`src/hw/rtl/gats_pkg.sv`:
```
// Shared types and constants of the small-quantity revenue block.
package gats_pkg;

	localparam int CODE_W        = 8;
	localparam int QTY_W         = 15;
	localparam int PRICE_W       = 31;
	localparam int TOTAL_W       = 63;
	localparam int CFG_IDX_W     = 2;
	localparam int MAX_GROUP_DEF = 64;

	// Configuration register indexes
	typedef enum logic [CFG_IDX_W-1:0] {
		CFG_BRAND     = 2'd0,
		CFG_CONTAINER = 2'd1
	} cfg_idx_t;

	typedef enum logic {
		MODE_ROW    = 1'b0,
		MODE_FINISH = 1'b1
	} mode_t;

	typedef enum logic {
		ST_IDLE = 1'b0,
		ST_WALK = 1'b1
	} state_t;

	// Control from the sequencer to the group unit
	typedef struct packed {
		logic wr;
		logic walk;
	} gats_ctrl_t;

	// Status from the group unit back to the sequencer
	typedef struct packed {
		logic               full;
		logic               done;
		logic               hit;
		logic [PRICE_W-1:0] hit_price;
	} gats_stat_t;

endpackage

```
`src/hw/rtl/gats_walk.sv`:
```
// Group buffer, quantity sum and count, and the pipelined walk that tests each buffered row.
module gats_walk #(
	parameter int MAX_GROUP = gats_pkg::MAX_GROUP_DEF
) (
	input  logic                         clk,
	input  logic                         arst_n,
	input  gats_pkg::gats_ctrl_t         ctrl,
	input  logic [gats_pkg::QTY_W-1:0]   wr_qty,
	input  logic [gats_pkg::PRICE_W-1:0] wr_price,
	output gats_pkg::gats_stat_t         stat
);

	localparam int CNT_W  = $clog2(MAX_GROUP + 1);
	localparam int IDX_W  = (MAX_GROUP > 1) ? $clog2(MAX_GROUP) : 1;
	localparam int SUM_W  = gats_pkg::QTY_W + CNT_W;
	localparam int QX5_W  = gats_pkg::QTY_W + 3;
	localparam int PROD_W = QX5_W + CNT_W;

	logic [gats_pkg::QTY_W-1:0]   qty_mem   [MAX_GROUP];
	logic [gats_pkg::PRICE_W-1:0] price_mem [MAX_GROUP];

	logic [CNT_W-1:0] count_q;
	logic [SUM_W-1:0] sum_q;
	logic [CNT_W-1:0] idx_q;

	logic                         v_s1, v_s2, v_s3;
	logic [gats_pkg::QTY_W-1:0]   qty_s1;
	logic [gats_pkg::PRICE_W-1:0] price_s1, price_s2, price_s3;
	logic [PROD_W-1:0]            prod_s2;
	logic                         hit_s3;

	logic             issue;
	logic             done;
	logic [QX5_W-1:0] qty_x5;

	assign issue  = ctrl.walk && (idx_q < count_q);
	assign done   = ctrl.walk && !issue && !v_s1 && !v_s2 && !v_s3;
	// times five as shift and add
	assign qty_x5 = QX5_W'({qty_s1, 2'b00}) + QX5_W'(qty_s1);

	// Buffer write and registered read
	always_ff @(posedge clk) begin
		if (ctrl.wr) begin
			qty_mem[count_q[IDX_W-1:0]]   <= wr_qty;
			price_mem[count_q[IDX_W-1:0]] <= wr_price;
		end
		qty_s1   <= qty_mem[idx_q[IDX_W-1:0]];
		price_s1 <= price_mem[idx_q[IDX_W-1:0]];
	end

	// Walk datapath
	always_ff @(posedge clk) begin
		prod_s2  <= PROD_W'(qty_x5) * PROD_W'(count_q);
		price_s2 <= price_s1;
		hit_s3   <= prod_s2 < PROD_W'(sum_q);
		price_s3 <= price_s2;
	end

	always_ff @(posedge clk or negedge arst_n) begin
		if (!arst_n) begin
			count_q <= '0;
			sum_q   <= '0;
			idx_q   <= '0;
			v_s1    <= 1'b0;
			v_s2    <= 1'b0;
			v_s3    <= 1'b0;
		end else begin
			v_s1 <= issue;
			v_s2 <= v_s1;
			v_s3 <= v_s2;
			if (issue) begin
				idx_q <= idx_q + CNT_W'(1);
			end
			if (done) begin
				// group closed: drop it
				count_q <= '0;
				sum_q   <= '0;
				idx_q   <= '0;
			end else if (ctrl.wr) begin
				count_q <= count_q + CNT_W'(1);
				sum_q   <= sum_q + SUM_W'(wr_qty);
			end
		end
	end

	assign stat.full      = (count_q == CNT_W'(MAX_GROUP));
	assign stat.done      = done;
	assign stat.hit       = v_s3 && hit_s3;
	assign stat.hit_price = price_s3;

endmodule

```
`src/hw/rtl/group_avg_threshold_price_sum.sv`:
```
// Top level: per-part small-quantity revenue sum with finish/emit handshake.
// A closing row starts a walk that streams the buffered rows, one per cycle, through
//   the shared compare pipe; the input stalls during the walk.
// Rows are taken one per cycle between closes; a finish loads the output register
//   and waits while an earlier result is stalled.
// Reset (arst_n, asynchronous, active low) clears codes, sums, total and overflow, not the buffer.
module group_avg_threshold_price_sum #(
	parameter int MAX_GROUP = gats_pkg::MAX_GROUP_DEF
) (
	input  logic                             clk,
	input  logic                             arst_n,
	// input channel
	input  logic                             in_valid,
	output logic                             in_stall,
	input  logic                             mode,
	input  logic [gats_pkg::CODE_W-1:0]      part_brand,
	input  logic [gats_pkg::CODE_W-1:0]      part_container,
	input  logic [gats_pkg::QTY_W-1:0]       quantity,
	input  logic [gats_pkg::PRICE_W-1:0]     price,
	input  logic                             last_in_group,
	// result channel
	output logic                             out_valid,
	input  logic                             out_stall,
	output logic [gats_pkg::TOTAL_W-1:0]     revenue_sum,
	output logic                             overflow,
	// configuration write channel
	input  logic                             cfg_valid,
	output logic                             cfg_ready,
	input  logic [gats_pkg::CFG_IDX_W-1:0]   cfg_index,
	input  logic [gats_pkg::CODE_W-1:0]      cfg_data
);

	gats_pkg::state_t   state_q, state_d;
	gats_pkg::gats_ctrl_t ctrl;
	gats_pkg::gats_stat_t stat;

	logic [gats_pkg::CODE_W-1:0]  brand_q;
	logic [gats_pkg::CODE_W-1:0]  container_q;
	logic [gats_pkg::TOTAL_W-1:0] total_q;
	logic                         ovf_q;
	logic                         out_valid_q;
	logic [gats_pkg::TOTAL_W-1:0] revenue_q;
	logic                         out_ovf_q;

	logic                         in_acc;
	logic                         row_acc;
	logic                         fin_acc;
	logic                         match;
	logic [gats_pkg::TOTAL_W:0]   total_add;

	// Stall everything during a walk; otherwise hold finish while a previous result
	// still waits on a stalled output, and let rows flow since they produce nothing.
	assign in_stall = (state_q != gats_pkg::ST_IDLE) ||
	                  ((gats_pkg::mode_t'(mode) == gats_pkg::MODE_FINISH) &&
	                   out_valid_q && out_stall);
	assign in_acc   = in_valid && !in_stall;
	assign row_acc  = in_acc && (gats_pkg::mode_t'(mode) == gats_pkg::MODE_ROW);
	assign fin_acc  = in_acc && (gats_pkg::mode_t'(mode) == gats_pkg::MODE_FINISH);
	assign match    = (part_brand == brand_q) && (part_container == container_q);

	// Sequencer: idle accepts transactions, walk runs the buffer through the compare pipe
	always_ff @(posedge clk or negedge arst_n) begin
		if (!arst_n) begin
			state_q <= gats_pkg::ST_IDLE;
		end else begin
			state_q <= state_d;
		end
	end

	always_comb begin
		state_d   = state_q;
		ctrl.wr   = 1'b0;
		ctrl.walk = 1'b0;
		unique case (state_q)
			gats_pkg::ST_IDLE: begin
				// buffer a matching row while space is left
				ctrl.wr = row_acc && match && !stat.full;
				if (row_acc && last_in_group) begin
					state_d = gats_pkg::ST_WALK;
				end
			end
			gats_pkg::ST_WALK: begin
				ctrl.walk = 1'b1;
				if (stat.done) begin
					state_d = gats_pkg::ST_IDLE;
				end
			end
			default: state_d = gats_pkg::ST_IDLE;
		endcase
	end

	gats_walk #(
		.MAX_GROUP(MAX_GROUP)
	) u_walk (
		.clk      (clk),
		.arst_n   (arst_n),
		.ctrl     (ctrl),
		.wr_qty   (quantity),
		.wr_price (price),
		.stat     (stat)
	);

	// Configuration: always ready, unknown indexes are dropped
	assign cfg_ready = 1'b1;

	always_ff @(posedge clk or negedge arst_n) begin
		if (!arst_n) begin
			brand_q     <= '0;
			container_q <= '0;
		end else if (cfg_valid) begin
			unique case (gats_pkg::cfg_idx_t'(cfg_index))
				gats_pkg::CFG_BRAND:     brand_q     <= cfg_data;
				gats_pkg::CFG_CONTAINER: container_q <= cfg_data;
				default: ;
			endcase
		end
	end

	// Saturating accumulate: total stays below 2^63 and price below 2^31,
	// so a carry into the top bit means the sum went past the maximum.
	assign total_add = {1'b0, total_q} + (gats_pkg::TOTAL_W + 1)'(stat.hit_price);

	always_ff @(posedge clk or negedge arst_n) begin
		if (!arst_n) begin
			total_q     <= '0;
			ovf_q       <= 1'b0;
			out_valid_q <= 1'b0;
		end else begin
			if (row_acc && match && stat.full) begin
				// row beyond buffer depth: drop it, flag sticks until reset
				ovf_q <= 1'b1;
			end
			if (fin_acc) begin
				total_q <= '0;
			end else if (stat.hit) begin
				total_q <= total_add[gats_pkg::TOTAL_W] ? '1 :
				           total_add[gats_pkg::TOTAL_W-1:0];
			end
			if (fin_acc) begin
				out_valid_q <= 1'b1;
			end else if (!out_stall) begin
				out_valid_q <= 1'b0;
			end
		end
	end

	// Result payload register
	always_ff @(posedge clk) begin
		if (fin_acc) begin
			revenue_q <= total_q;
			out_ovf_q <= ovf_q;
		end
	end

	assign out_valid   = out_valid_q;
	assign revenue_sum = revenue_q;
	assign overflow    = out_ovf_q;

endmodule

```
`config.mk`:
```
export PLATFORM = sky130hd
export DESIGN_NAME = group_avg_threshold_price_sum
export DESIGN_NICKNAME = d
export VERILOG_FILES = /design/src/hw/rtl/gats_pkg.sv /design/src/hw/rtl/gats_walk.sv /design/src/hw/rtl/group_avg_threshold_price_sum.sv
export SDC_FILE = /design/constraint.sdc
export NUM_CORES = 2
export LEC_CHECK = 0
export BUFFER_PORTS_ARGS = -buffer_cell sky130_fd_sc_hd__clkbuf_2
export CORE_UTILIZATION = 25
export CTS_CLUSTER_SIZE = 12
export DETAILED_ROUTE_END_ITERATION = 7
export RECOVER_POWER = 100
export REMOVE_ABC_BUFFERS = 1
export SLEW_MARGIN = 20
export SYNTH_ARGS = -nofsm -noshare
export SYNTH_HDL_FRONTEND = slang
export SYNTH_SLANG_ARGS = --single-unit
```
`constraint.sdc`:
```
create_clock -name clk -period 12.6 [get_ports clk]
set_input_delay 1.89 -clock clk [delete_from_list [all_inputs] [get_ports clk]]
set_output_delay 1.89 -clock clk [all_outputs]
set_load 0.03 [all_outputs]
```
Word-level counts from Yosys, hierarchy flattened
Memory sizes are Yosys's and may differ from the RTL's. A register that Yosys moved wholly into a read port is not among the register bits.
Index checks and enable logic that the tools add are counted.
{ "totals": {"ff_bits": 273, "ramBits": 2944, "in_bits": 79, "out_inout_bits": 67, "wordCells": 82, "memories": 2} }
{ "memory_table": {"columns": ["memory", "words", "width", "read_ports", "rd_ports_with_merged_regs", "write_ports", "line_no", "text"], "rows": [
  ["u_walk.price_mem", 64, 31, 1, 1, 1, "gats_walk.sv:20", "logic [gats_pkg::PRICE_W-1:0] price_mem [MAX_GROUP];"],
  ["u_walk.qty_mem", 64, 15, 1, 1, 1, "gats_walk.sv:19", "logic [gats_pkg::QTY_W-1:0] qty_mem [MAX_GROUP];"]
]} }
{ "classes": {"n_addsub": 5, "multipliers": 1, "n_lt_le_gt_ge": 2, "eq_ne": 5, "mux": 18, "n_bitwise": 2, "n_reduce_logical": 29} }
{ "ops": {"columns": ["op", "n"], "rows": [
  ["two-way mux 63 bit", 3],
  ["adder 63 x 31 -> 64 bit", 1],
  ["two-way mux 22 bit", 2],
  ["two-way mux 7 bit", 4],
  ["< comparator 25 x 22 -> 1 bit", 1],
  ["multiplier 18 x 7 -> 25 bit", 1],
  ["adder 22 x 15 -> 22 bit", 1],
  ["adder 17 x 15 -> 18 bit", 1],
  ["equality test 8 bit", 2],
  ["logical AND 1 bit", 16],
  ["adder 7 x 1 -> 7 bit, second input constant", 2],
  ["two-way mux 1 bit", 8],
  ["equality test 7 bit, second input constant", 1],
  ["< comparator 7 bit", 1],
  ["logical NOT 1 bit", 6],
  ["nonzero test 2 bit", 3],
  ["AND reduction 2 bit", 2],
  ["equality test 2 x 1 -> 1 bit, second input constant", 1],
  ["logical NOT 2 bit", 1],
  ["inequality test 2 x 1 -> 1 bit, second input constant", 1],
  ["NOT 1 bit", 2],
  ["one-hot mux 1 bit (2 select lines)", 1],
  ["logical OR 1 bit", 1]
]} }

Logic depth before layout (Yosys ltp)
{ "logic_depth": {"word_depth": 11, "mapped_depth": 26, "mapped_depth_nobuf": 26} }

Modules after synthesis
Synthesis repeated with hierarchy kept, for this count alone.
{ "hier_totals": {"cells_unflattened": 6380, "hier_area_um2": 130505.2} }
{ "modules_own_cells": {"columns": ["mod", "instances", "cells_per_inst", "area_per_inst_um2", "seq_area_each_um2"], "rows": [
  ["gats_walk", 1, 5664, 122812.8, 92063.3],
  ["group_avg_threshold_price_sum", 1, 716, 7692.4, 3973.8]
]} }

Least setup slack after synthesis
Ideal clock, no wire load.
{ "synth_timing": {"kind": "reg-to-reg", "start": "register u_walk.qty_s1[0] (netlist bit), read port of u_walk.qty_mem", "end": "register u_walk.prod_s2[23]", "setup_time_ps": 72, "t_arrival_ps": 5801, "t_required_ps": 12528, "slack_ps": 6727, "stages_incl_launch_ff": 27, "n_path_buf": 0, "period_less_slack_ps": 5873, "cell_sequence": "dfxtp_1 ha_1 inv_1 fa_1 nor2b_1 o21a_1 o21ai_0 nand2b_1 a21oi_1 xnor2_1 and2_1 fa_1 fa_1 fa_1 inv_1 fa_1 inv_1 ha_1 a21o_1 a21o_1 a31oi_1 o21ai_0 a31oi_1 o211ai_1 a41o_1 a21oi_1 xnor2_1"} }
{ "synth_via": {"elab_chain_cells": 2} }
{ "synth_rtl": {"columns": ["item", "line_no", "text"], "rows": [
  ["start: declaration", "gats_walk.sv:27", "logic [gats_pkg::QTY_W-1:0] qty_s1;"],
  ["adder 17 x 15 -> 18 bit", "gats_walk.sv:39", "assign qty_x5 = QX5_W'({qty_s1, 2'b00}) + QX5_W'(qty_s1);"],
  ["multiplier 18 x 7 -> 25 bit", "gats_walk.sv:53", "prod_s2 <= PROD_W'(qty_x5) * PROD_W'(count_q);"],
  ["end signal: assignment", "gats_walk.sv:53", null],
  ["end: declaration", "gats_walk.sv:29", "logic [PROD_W-1:0] prod_s2;"]
]} }
No other way between the ends.
A chain may end at the register's enable or synchronous reset.

==> flow_metrics.py <==
metrics = {
    "run_status": {
        "outcome": "finished with violations",
        "violations": "capacitance limit, slew limit",
    },
    "synth": {
        "synth_flop_cell": "edfxtp_1",
        "synthCells": 5854,
        "syn-mean-instance-area_um2": 22.00,
        "synth_area_leaders": "edfxtp_1, mux4_2, dfrtp_1",
        "synth-seq-area-share_pct": 74.57,
        "synth_top_area_share_pct": 70.13,
        "synth.cell_area_um2": 128800,
        "ys_ff_latch": 3263,
        "synth_edf_count": 3008,
        "ys_types": 81,
        "synth_largest_area_cell": "edfxtp_1",
        "async_flop_share_pct": 3.708,
        "yosysWarnings": 0,
    },
    "global_routing": {
        "globalRouteOverflowTotal": 0,
        "grt_pass1_wl_mm": 498.7,
        "first_global_vias": 64165,
        "grt_max_degree": 143,
        "grt.total_usage_pct": 13.25,
        "antenna_found_initial": 53,
    },
    "setup_path": {
        "cp_max_fo": 44,
        "crit_path_top_delay_cell": "clkbuf_1",
        "path_cells": "clkbuf_1 > clkbuf_2 > mux4_2 > mux4_2 > mux4_2",
        "end_kind": "flip-flop",
        "path_buf_inv": 2,
        "max_stage_delay_ns": 2.71,
        "crit_family": "buffers and inverters",
        "rrSetupSlack_ns": 3.67,
        "critPathLaunchType": "flip-flop",
        "critical_path.most_common_cell": "mux4_2",
        "crit_type": "reg -> reg",
        "worstPathRequired_ns": 13.31,
        "arrival_ns": 9.64,
    },
    "sta": {
        "whs_ns": 0.3210,
        "rsz0062_at_grt": "no",
        "final-max-slew-violation-count": 6544,
        "worst_slack_ns": 3.668,
        "max_freq_mhz": 112.0,
        "finalCritPeriodShare_pct": 70.89,
        "tightest_slew_ns": 5.565,
        "hold_viol_final": 0,
        "fin_skew_ns": 0.05605,
        "relSlewSlack_pct": -271.0,
        "post-route-min-period_ns": 8.932,
        "setup_viol": 0,
    },
    "die": {
        "core_area_um2": 513000,
        "io_pins": 146,
        "floorplan.initialDensity_pct": 25.11,
        "num_rows": 263,
        "die_w_um": 719.8,
        "die_area_um2": 518100,
        "chipHeight_um": 719.8,
    },
    "cts": {
        "cts-htree-levels": 5,
        "path_clk_slew_ns": 0.06,
        "postCtsResizedCells": 0,
        "cts_tree": "yes",
        "cts_setup_buffers": 0,
        "cts_root_buf": "clkbuf_16",
        "clkSinkCount": 3263,
        "numCtsBuffers": 339,
        "ctsHoldBuffers": 0,
        "clk_latency_ns": 0.92,
        "cts_buffer_depth": 4,
    },
    "final_layout": {
        "nFillCells": 49592,
        "finish.instance_area_um2": 147800,
        "final_cell_mix": "edfxtp_1, mux4_2, clkbuf_16",
        "syn_to_final_growth_pct": 14.74,
        "layoutNonFillerInstCount": 13255,
        "layout_commonest_cell": "edfxtp_1",
        "nets": 6537,
        "drive_above_1_share_pct": 23.64,
    },
    "detailed_routing": {
        "routedWlPerCell_um": 26.65,
        "first_iter_violations": 7992,
        "antenna_left": 0,
        "drt_pre_antenna_iters": 5,
        "routed_wl_mm": 353.2,
        "viasPerCell": 4.757,
        "vias": 63060,
        "drcViolationCount": 0,
    },
    "pwr": {
        "p_total_mw": 31.87,
        "p_leak_nw": 45.65,
        "power_density_nw_per_um2": 215.6,
        "vdd_drop_max_v": 0.0001663,
    },
    "job": {
        "maxCapViolCount": 170,
    },
    "place": {
        "port_buffers": 144,
        "dpl.hpwl_mm": 206.7,
        "dp_slack_ns": 5.958,
        "dp.cells": 12660,
        "dpl_cell_area_um2": 138800,
        "place_congestion": 0.8101,
    },
    "hold_path": {
        "worst_hold_path_type": "reg -> reg",
    },
}
[metal layers]
metal	up-vias	global-route usage (%)	wire length [µm]
met1	34366	18.07	145700
met4	26	3.458	8986
met5	-	0	161
li1	25186	-	-
met2	2969	21.61	168800
met3	513	2.613	29570
[cells in the mapped netlist (all sizes together), types with 4 or more instances]
library cell / instances
o31ai: 7
nor2: 151
a211o: 4
a311oi: 8
ha: 132
fa: 82
a41oi: 5
mux2: 16
and2: 81
a211oi: 16
and4: 4
or3: 8
o211ai: 12
xor2: 44
nand2: 100
nand4: 13
o21bai: 9
inv: 134
dfrtp: 121
clkinv: 4
dfxtp: 134
clkbuf: 183
or2: 4
o21a: 15
nor3: 28
a21o: 41
o2111ai: 4
or4: 5
nor2b: 7
o21ai: 89
nand2b: 18
nor4: 11
edfxtp: 3008
a21oi: 105
buf: 80
and3: 20
a31oi: 37
mux4: 966
xnor2: 60
nand3: 52
[worst paths after layout]
| kind | end | from | cells past startpoint |
|---|---|---|---|
| min in group asynchronous | u_walk.sum_q[17] | arst_n | 1 |
| worst min-delay path | u_walk.price_s3[7] | u_walk.price_s2[7] | 0 |
| max in group asynchronous | total_q[28] | arst_n | 2 |
| worst max-delay path | u_walk.price_s1[15] | u_walk.idx_q[0] | 5 |
| worst max register to register | u_walk.price_s1[15] | u_walk.idx_q[0] | 5 |
| worst min register to register | u_walk.price_s3[7] | u_walk.price_s2[7] | 0 |
[flip-flops by register name (all words and copies together) (netlist names), 7 cells and up]
| register | cells |
|---|---|
| u_walk.price_s2 | 31 |
| brand_q | 8 |
| u_walk.count_q | 7 |
| u_walk.qty_s1 | 15 |
| u_walk.qty_mem | 960 |
| u_walk.sum_q | 22 |
| u_walk.prod_s2 | 25 |
| u_walk.idx_q | 7 |
| u_walk.price_s1 | 31 |
| revenue_sum | 63 |
| u_walk.price_s3 | 31 |
| u_walk.price_mem | 1984 |
| total_q | 63 |
| container_q | 8 |
[stage by stage]
step	util (%)	TNS, ns
CTS	29.00	0
floorplan	-	-1384.38
global route	28.79	0
global placement	27.04	0
detailed placement	27.06	0
finish	28.81	0
[power by group]
part           internal, mW  total [mW]  leakage, nW  switching (mW)
combinational          4.37        9.95         11.1            5.58
sequential             12.3        12.7         29.7           0.438
clock                  5.16        9.22         4.83            4.06
total                  21.8        31.9         45.6            10.1
[final cells by class]
class	instances	area (µm²)	share of cell area [%]
tap	6757	8454	5.721
inverter	138	519.2	0.3514
clock inverter	122	947.2	0.6409
sequential	3263	96060	65.00
multi-input combinational	2190	31240	21.14
antenna	34	85.08	0.05757
clock buffer	439	9024	6.106
timing repair buffer	312	1458	0.9864
[cell families after synthesis]
group | Yosys count | share of synthesized area [%]
DFF | 3263 | 74.57
muxes | 984 | 17.05
and+or+nand+nor | 510 | 1.978
buffers and inverters | 401 | 1.256
AOI/OAI and AO/OA | 377 | 1.886
adders and majority gates | 214 | 2.557
xor gates and xnor gates | 104 | 0.7072
other | 1 | 0.002912
Note: power is estimated with default switching activity, not from simulation.
